[config.mk]
export PLATFORM = sky130hd
export DESIGN_NAME = sorted_priority_queue
export DESIGN_NICKNAME = d
export VERILOG_FILES = /design/src/rtl/spq_pkg.sv /design/src/rtl/spq_ctrl.sv /design/src/rtl/spq_dp.sv /design/src/rtl/sorted_priority_queue.sv
export SDC_FILE = /design/constraint.sdc
export NUM_CORES = 1
export LEC_CHECK = 0
export BUFFER_PORTS_ARGS = -buffer_cell sky130_fd_sc_hd__buf_2
export CORE_ASPECT_RATIO = 1.75
export CORE_MARGIN = 2
export CORE_UTILIZATION = 30
export DETAILED_ROUTE_END_ITERATION = 16
export GPL_TIMING_DRIVEN = 1
export REMOVE_ABC_BUFFERS = 1
export SYNTH_ARGS = -nofsm -noshare
export SYNTH_HDL_FRONTEND = slang
export SYNTH_SLANG_ARGS = --single-unit
[constraint.sdc]
create_clock -name clk -period 19.17 [get_ports clk]
set_clock_uncertainty 0.2 [all_clocks]
set_input_delay 3.834 -clock clk [delete_from_list [all_inputs] [get_ports clk]]
set_output_delay 3.834 -clock clk [all_outputs]
set_load 0.1 [all_outputs]
[src/rtl/spq_pkg.sv]
// Package for the sorted priority queue: sizes, status and action codes,
// and the command and status structs between controller and datapath.
// No dependencies.
package spq_pkg;

  localparam int CAPACITY     = 16;
  localparam int PAYLOAD_BITS = 32;
  localparam int PRIO_BITS    = 8;
  localparam int CNT_BITS     = $clog2(CAPACITY + 1);
  localparam int STATUS_BITS  = 2;

  // Output word is payload, priority and occupancy, padded to whole bytes.
  localparam int OUT_USED_BITS = PAYLOAD_BITS + PRIO_BITS + CNT_BITS;
  localparam int OUT_DATA_BITS = ((OUT_USED_BITS + 7) / 8) * 8;
  localparam int IN_USED_BITS  = PAYLOAD_BITS + PRIO_BITS;
  localparam int IN_DATA_BITS  = ((IN_USED_BITS + 7) / 8) * 8;

  localparam logic ACT_INSERT = 1'b0;
  localparam logic ACT_REMOVE = 1'b1;

  localparam logic [STATUS_BITS-1:0] STATUS_DONE  = 2'd0;
  localparam logic [STATUS_BITS-1:0] STATUS_FULL  = 2'd1;
  localparam logic [STATUS_BITS-1:0] STATUS_EMPTY = 2'd2;

  typedef struct packed {
    logic                   load;    // capture a result this cycle
    logic                   insert;  // shift in a new entry
    logic                   remove;  // pop the head
    logic [STATUS_BITS-1:0] status;
  } spq_cmd_t;

  typedef struct packed {
    logic full;
    logic empty;
  } spq_stat_t;

endpackage

[src/rtl/spq_ctrl.sv]
// Controller for the sorted priority queue: handshake state machine that
// decodes each accepted word into a datapath command. Depends on spq_pkg.
module spq_ctrl
  import spq_pkg::*;
(
  input  logic      clk,
  input  logic      rst_n,
  input  logic      in_tvalid,
  output logic      in_tready,
  input  logic      in_action,
  output logic      out_tvalid,
  input  logic      out_tready,
  input  spq_stat_t stat,
  output spq_cmd_t  cmd
);

  typedef enum logic [1:0] {
    ST_IDLE = 2'b01,
    ST_HOLD = 2'b10
  } state_t;

  state_t state_r, state_nxt;
  logic   accept;

  // A new word can enter whenever the result register is empty or drains now.
  assign in_tready  = (state_r == ST_IDLE) || out_tready;
  assign out_tvalid = (state_r == ST_HOLD);
  assign accept     = in_tvalid && in_tready;

  always_comb begin
    cmd        = '0;
    cmd.load   = accept;
    cmd.status = STATUS_DONE;
    if (in_action == ACT_INSERT) begin
      if (stat.full) begin
        cmd.status = STATUS_FULL;
      end else begin
        cmd.insert = accept;
      end
    end else begin
      if (stat.empty) begin
        cmd.status = STATUS_EMPTY;
      end else begin
        cmd.remove = accept;
      end
    end
  end

  always_comb begin
    state_nxt = state_r;
    unique case (state_r)
      ST_IDLE: begin
        if (accept) state_nxt = ST_HOLD;
      end
      ST_HOLD: begin
        if (out_tready && !accept) state_nxt = ST_IDLE;
      end
      default: state_nxt = ST_IDLE;
    endcase
  end

  always_ff @(posedge clk) begin
    if (!rst_n) begin
      state_r <= ST_IDLE;
    end else begin
      state_r <= state_nxt;
    end
  end

endmodule

[src/rtl/spq_dp.sv]
// Datapath for the sorted priority queue: a row of entry cells with parallel
// priority compare, the entry count and the result register. Depends on spq_pkg.
module spq_dp
  import spq_pkg::*;
(
  input  logic                    clk,
  input  logic                    rst_n,
  input  spq_cmd_t                cmd,
  input  logic [PAYLOAD_BITS-1:0] in_payload,
  input  logic [PRIO_BITS-1:0]    in_prio,
  output spq_stat_t               stat,
  output logic [PAYLOAD_BITS-1:0] res_payload,
  output logic [PRIO_BITS-1:0]    res_prio,
  output logic [STATUS_BITS-1:0]  res_status,
  output logic [CNT_BITS-1:0]     res_occ
);

  logic [PAYLOAD_BITS-1:0] pay_r  [CAPACITY];
  logic [PRIO_BITS-1:0]    prio_r [CAPACITY];
  logic [CNT_BITS-1:0]     count_r, count_nxt;
  logic [CAPACITY-1:0]     mark;

  logic [PAYLOAD_BITS-1:0] res_payload_r;
  logic [PRIO_BITS-1:0]    res_prio_r;
  logic [STATUS_BITS-1:0]  res_status_r;
  logic [CNT_BITS-1:0]     res_occ_r;

  assign stat.full  = (count_r == CNT_BITS'(CAPACITY));
  assign stat.empty = (count_r == '0);

  // A marked cell lies at or behind the insertion point. Held entries are
  // sorted, so the marks form one run that starts at the insertion point.
  always_comb begin
    for (int i = 0; i < CAPACITY; i++) begin
      if (CNT_BITS'(i) < count_r) begin
        mark[i] = (prio_r[i] < in_prio);
      end else begin
        mark[i] = (CNT_BITS'(i) == count_r);
      end
    end
  end

  for (genvar g = 0; g < CAPACITY; g++) begin : g_cell
    logic from_prev;
    if (g == 0) begin : g_head
      assign from_prev = 1'b0;
    end else begin : g_body
      assign from_prev = mark[g-1];
    end

    always_ff @(posedge clk) begin
      if (cmd.insert && mark[g]) begin
        if (from_prev) begin
          if (g > 0) begin
            pay_r[g]  <= pay_r[(g > 0) ? g - 1 : 0];
            prio_r[g] <= prio_r[(g > 0) ? g - 1 : 0];
          end
        end else begin
          pay_r[g]  <= in_payload;
          prio_r[g] <= in_prio;
        end
      end else if (cmd.remove && (g < CAPACITY - 1)) begin
        pay_r[g]  <= pay_r[(g < CAPACITY - 1) ? g + 1 : g];
        prio_r[g] <= prio_r[(g < CAPACITY - 1) ? g + 1 : g];
      end
    end
  end

  always_comb begin
    count_nxt = count_r;
    if (cmd.insert) begin
      count_nxt = count_r + 1'b1;
    end else if (cmd.remove) begin
      count_nxt = count_r - 1'b1;
    end
  end

  always_ff @(posedge clk) begin
    if (!rst_n) begin
      count_r <= '0;
    end else begin
      count_r <= count_nxt;
    end
  end

  always_ff @(posedge clk) begin
    if (cmd.load) begin
      res_status_r  <= cmd.status;
      res_occ_r     <= count_nxt;
      res_payload_r <= cmd.remove ? pay_r[0]  : '0;
      res_prio_r    <= cmd.remove ? prio_r[0] : '0;
    end
  end

  assign res_payload = res_payload_r;
  assign res_prio    = res_prio_r;
  assign res_status  = res_status_r;
  assign res_occ     = res_occ_r;

endmodule

[src/rtl/sorted_priority_queue.sv]
// Top level of the sorted priority queue: joins the controller and the
// datapath to the stream ports. Depends on spq_pkg, spq_ctrl and spq_dp.
//
//  Channel  Direction  Data                                 User
//  in_      slave      payload[31:0], prio[39:32]           action
//  out_     master     payload[31:0], prio[39:32],          status
//                      occupancy[44:40], zero pad to 48
//
// Each word is executed in the cycle it is accepted and its result is shown
// on the next cycle, so the queue sustains one word per cycle while results drain.
// The whole queue row shifts in that cycle; the parallel priority compare
// over all cells sets the clock period.
// Reset empties the queue; entry contents are not cleared.
// A stalled result holds; a new word is taken only as that result drains.
module sorted_priority_queue
  import spq_pkg::*;
(
  input  logic                     clk,
  input  logic                     rst_n,
  input  logic                     in_tvalid,
  output logic                     in_tready,
  input  logic [IN_DATA_BITS-1:0]  in_tdata,   // payload, prio
  input  logic                     in_tuser,   // action
  output logic                     out_tvalid,
  input  logic                     out_tready,
  output logic [OUT_DATA_BITS-1:0] out_tdata,  // payload, prio, occupancy, pad
  output logic [STATUS_BITS-1:0]   out_tuser   // status
);

  spq_cmd_t                cmd;
  spq_stat_t               stat;
  logic [PAYLOAD_BITS-1:0] res_payload;
  logic [PRIO_BITS-1:0]    res_prio;
  logic [STATUS_BITS-1:0]  res_status;
  logic [CNT_BITS-1:0]     res_occ;

  spq_ctrl u_ctrl (
    .clk        (clk),
    .rst_n      (rst_n),
    .in_tvalid  (in_tvalid),
    .in_tready  (in_tready),
    .in_action  (in_tuser),
    .out_tvalid (out_tvalid),
    .out_tready (out_tready),
    .stat       (stat),
    .cmd        (cmd)
  );

  spq_dp u_dp (
    .clk         (clk),
    .rst_n       (rst_n),
    .cmd         (cmd),
    .in_payload  (in_tdata[PAYLOAD_BITS-1:0]),
    .in_prio     (in_tdata[PAYLOAD_BITS +: PRIO_BITS]),
    .stat        (stat),
    .res_payload (res_payload),
    .res_prio    (res_prio),
    .res_status  (res_status),
    .res_occ     (res_occ)
  );

  assign out_tdata = OUT_DATA_BITS'({res_occ, res_prio, res_payload});
  assign out_tuser = res_status;

  a_occ_bound: assert property (@(posedge clk) disable iff (!rst_n)
    out_tvalid |-> (res_occ <= CNT_BITS'(CAPACITY)))
    else $error("occupancy beyond capacity");

  a_full_occ: assert property (@(posedge clk) disable iff (!rst_n)
    (out_tvalid && res_status == STATUS_FULL) |-> (res_occ == CNT_BITS'(CAPACITY)))
    else $error("full rejection with queue not full");

  a_empty_occ: assert property (@(posedge clk) disable iff (!rst_n)
    (out_tvalid && res_status == STATUS_EMPTY) |-> (res_occ == '0))
    else $error("empty status with entries held");

  a_no_data: assert property (@(posedge clk) disable iff (!rst_n)
    (out_tvalid && res_status != STATUS_DONE) |-> (res_payload == '0 && res_prio == '0))
    else $error("failed request returned an entry");

endmodule
==> impl_metrics.py <==
metrics = {
    "status": {
        "run_status": "finished clean",
    },
    "detailed_routing": {
        "postRouteWirelength_um": 128000,
        "detailedRoute.firstPassIterationCount": 5,
        "vias_per_cell": 5.94,
        "remaining_drc_errors": 0,
        "ant_nets": 0,
        "drt-wirelength-per-cell_um": 25.5,
        "detailroute.via_count": 29800,
        "drt_iter0_drc": 2696,
    },
    "cells_and_area": {
        "nNetsFinal": 3471,
        "layout.cells.non_filler": 5022,
        "area_growth_pct": 11.8,
        "drive_above_1_share": 0.119,
        "finalInstanceArea_um2": 42300,
        "fill_cells": 12600,
    },
    "global_routing": {
        "grt_pass1_wl_um": 192000,
        "grt-ovfl-total": 0,
        "number_of_global_route_vias_before_repair": 30800,
        "grt_antenna_before_repair": 17,
        "groute.layer.met1.usage": 0.215,
        "grt-busiest-layer": "met2",
        "met3_usage": 0.0259,
        "grt_max_degree": 177,
        "grt_util_all_layers": 0.193,
        "global_route.usage.met2": 0.348,
    },
    "setup_path": {
        "reg2regPathDepth": 9,
        "worstReg2RegStart": "u_dp.count_r[0]",
        "critical_path.reg2reg.endpoint": "u_dp.pay_r[0][43]",
        "crit_path_start_kind": "input pin",
        "cp_cell_sequence": "buf_2, or2_2, buf_2",
        "slowest_cell_on_crit_path": "or2_2",
        "critical_path.max_fanout": 5,
        "critPathCaptureType": "primary output",
        "worstPathArrival_ns": 4.62,
        "total_buffers_and_inverters_traversed_by_the_critical_path": 2,
        "critical-path-top-delay-family": "buffers and inverters",
        "critical_path_class": "in -> out",
        "max_stage_delay_ns": 0.34,
        "critPathMostFrequentCell": "buf_2",
        "worst_ep_required_time_ns": 15.14,
        "reg2reg_setup_slack_ns": 13.43,
    },
    "placed_design": {
        "port_buffers": 93,
        "cell_count_after_placement": 4888,
        "dpl_hpwl_um": 84100,
        "pre_cts_slack_ns": 10.52,
        "dpl_cell_area_um2": 39800,
        "routabilityCongestion": 0.851,
    },
    "timing": {
        "slew_viol_final": 0,
        "rsz0062_at_grt": "no",
        "finalCriticalPeriod_ns": 8.65,
        "highest_achievable_clock_rate_ghz": 0.116,
        "setup-violations-final": 0,
        "final.setup.worst_slack_ns": 10.52,
        "max-slew-margin-rel": 0.185,
        "final_period_utilization": 0.451,
        "timing_worst_slew_pin_value_ns": 1.22,
        "hold_viol_final": 0,
    },
    "logic_synthesis": {
        "syn_area_um2": 37800,
        "yosys.area.top_type": "edfxtp_1",
        "yosys.cell_types.count": 71,
        "synth_top_cells_by_count": "687 x edfxtp_1, 515 x nand2_1, 414 x o211ai_1",
        "synth-seq-area-share": 0.549,
        "ys_top_cells_by_area": "edfxtp_1 55%, o211ai_1 8.2%, nand2_1 5.1%, ha_1 3.9%, o311ai_0 3.3%",
        "synth_cells": 3433,
        "ff_latch_count_synth": 694,
        "synth-edff-count": 687,
        "syn_avg_cell_area_um2": 11.0,
        "synth_ff_type": "edfxtp_1",
        "synthMostInstantiatedCell": "edfxtp_1",
        "yosysTopAreaCellShare": 0.546,
        "ys.warnings.count": 0,
        "synthArstFlopShare": 0,
    },
    "cts": {
        "clock-sinks": 694,
        "cts-buffers-inserted": 71,
        "cts_max_path_buffers": 3,
        "clkSlewWorstSetupHoldPaths_ns": 0.06,
        "clk_root_buffer_cell": "clkbuf_16",
        "postCtsSetupRepairBufs": 0,
        "clk_latency_ns": 0.65,
        "maximum_level_of_the_cts_h_tree": 3,
        "clock_tree_from_tritoncts": "done",
        "number_of_instances_resized_during_post_cts_repair": 0,
        "postCtsHoldBufs": 0,
    },
    "worst_hold_path": {
        "timing.hold.worst.class": "reg -> reg",
        "min_to": "u_dp.pay_r[1][220]",
        "hold_path_depth": 2,
        "hp-start": "u_dp.pay_r[1][252]",
    },
    "floorplan": {
        "floorplan.die.width_um": 272,
        "coreArea_um2": 125000,
        "fp.dieH_um": 474,
        "die-area_um2": 129000,
        "fp-row-count": 172,
        "initial_utilization": 0.302,
        "top_level_ports": 97,
    },
    "power_and_ir_drop": {
        "vdd.ir_drop.worst_mv": 0.101,
        "report.power.total_mw": 5.53,
        "power_per_cell_area_nw_per_um2": 131,
        "p_leak_nw": 13.6,
    },
    "job": {
        "max-cap-violations": 0,
    },
}
[worst min-delay path, stage by stage, from the launching register on]
cell and delay [ns]:
edfxtp_1 0.32, nand2_1 0.05, o211ai_1 0.07
[final cells by class]
cell class	count	area, µm²	share of cell area
clock buffer	86	1850	0.0439
timing repair buffer	168	1100	0.0260
clock inverter	43	624	0.0148
antenna	4	10.0	0.000237
tap	1653	2070	0.0489
inverter	46	173	0.00408
multi-input combinational	2328	15700	0.371
sequential	694	20800	0.491
[through the flow]
| step | utilization | hold slack [ns] | setup TNS (ns) |
|---|---|---|---|
| detailed placement | 0.317 | 0.333 | 0 |
| floorplan | - | 0.310 | -2958.13 |
| finish | 0.338 | 0.352 | 0 |
| CTS | 0.337 | 0.350 | 0 |
| global route | 0.337 | 0.376 | 0 |
| global placement | 0.317 | 0.324 | 0 |
[metal layers]
metal,up-vias,share of wire
met5,-,0.0010
met4,22,0.061
met3,354,0.046
met2,1014,0.52
met1,15100,0.37
li1,13300,-
[where the power goes]
part	switching, mW	total, mW	leakage (nW)	internal, mW
clock network	0.650	1.54	1.20	0.886
registers	0.202	2.35	6.40	2.15
logic	1.12	1.64	6.03	0.520
[worst max path at each step]
stage          startpoint                 to  depth (start not counted)
2_1_floorplan  out_tready  u_dp.pay_r[1][32]                          3
3_3_place_gp   out_tready          in_tready                          3
3_5_place_dp   out_tready          in_tready                          3
4_1_cts        out_tready          in_tready                          3
5_1_grt        out_tready          in_tready                          3
6_report       out_tready          in_tready                          3
[cells in the final DEF (no fill, tap or decap), types with 24 or more instances in the layout]
master / n
o221a_2: 43
nor4_1: 36
and2_1: 51
buf_2: 93
a21oi_1: 147
nor2_1: 113
nand4_1: 24
ha_1: 117
a221o_1: 101
mux2i_1: 40
nand3_1: 118
o21ai_0: 48
mux2_2: 40
o311ai_0: 141
edfxtp_1: 687
o211ai_1: 414
nand2b_1: 49
nor2b_1: 69
nand2_1: 509
clkinv_1: 33
buf_4: 70
o31ai_1: 42
a41oi_1: 33
clkbuf_16: 72
nor3_1: 30
[cell families (layout without fill, tap and decap cells)]
group                    count (synthesis)  after routing  share of synthesized area
adder cells (fa/ha/maj)                117            117                     0.0387
XOR/XNOR                                 4              4                   0.000927
flip-flops                             694            694                      0.549
AO/OA/AOI/OAI                         1071           1071                      0.216
AND/OR/NAND/NOR                       1053           1053                      0.128
buffers and inverters                  413            343                     0.0437
other                                    1              7                  0.0000992
multiplexers                            80             80                     0.0225
[sequential cells by signal, summed over array words and instances (netlist names)]
name and cells:
u_dp.pay_r 512, u_dp.prio_r 128, u_dp.res_payload 32, u_dp.res_prio 8, u_dp.count_r 5, u_dp.res_occ 5
u_ctrl.state_r 2, u_dp.res_status 2
(Power assumes the default switching activity.)
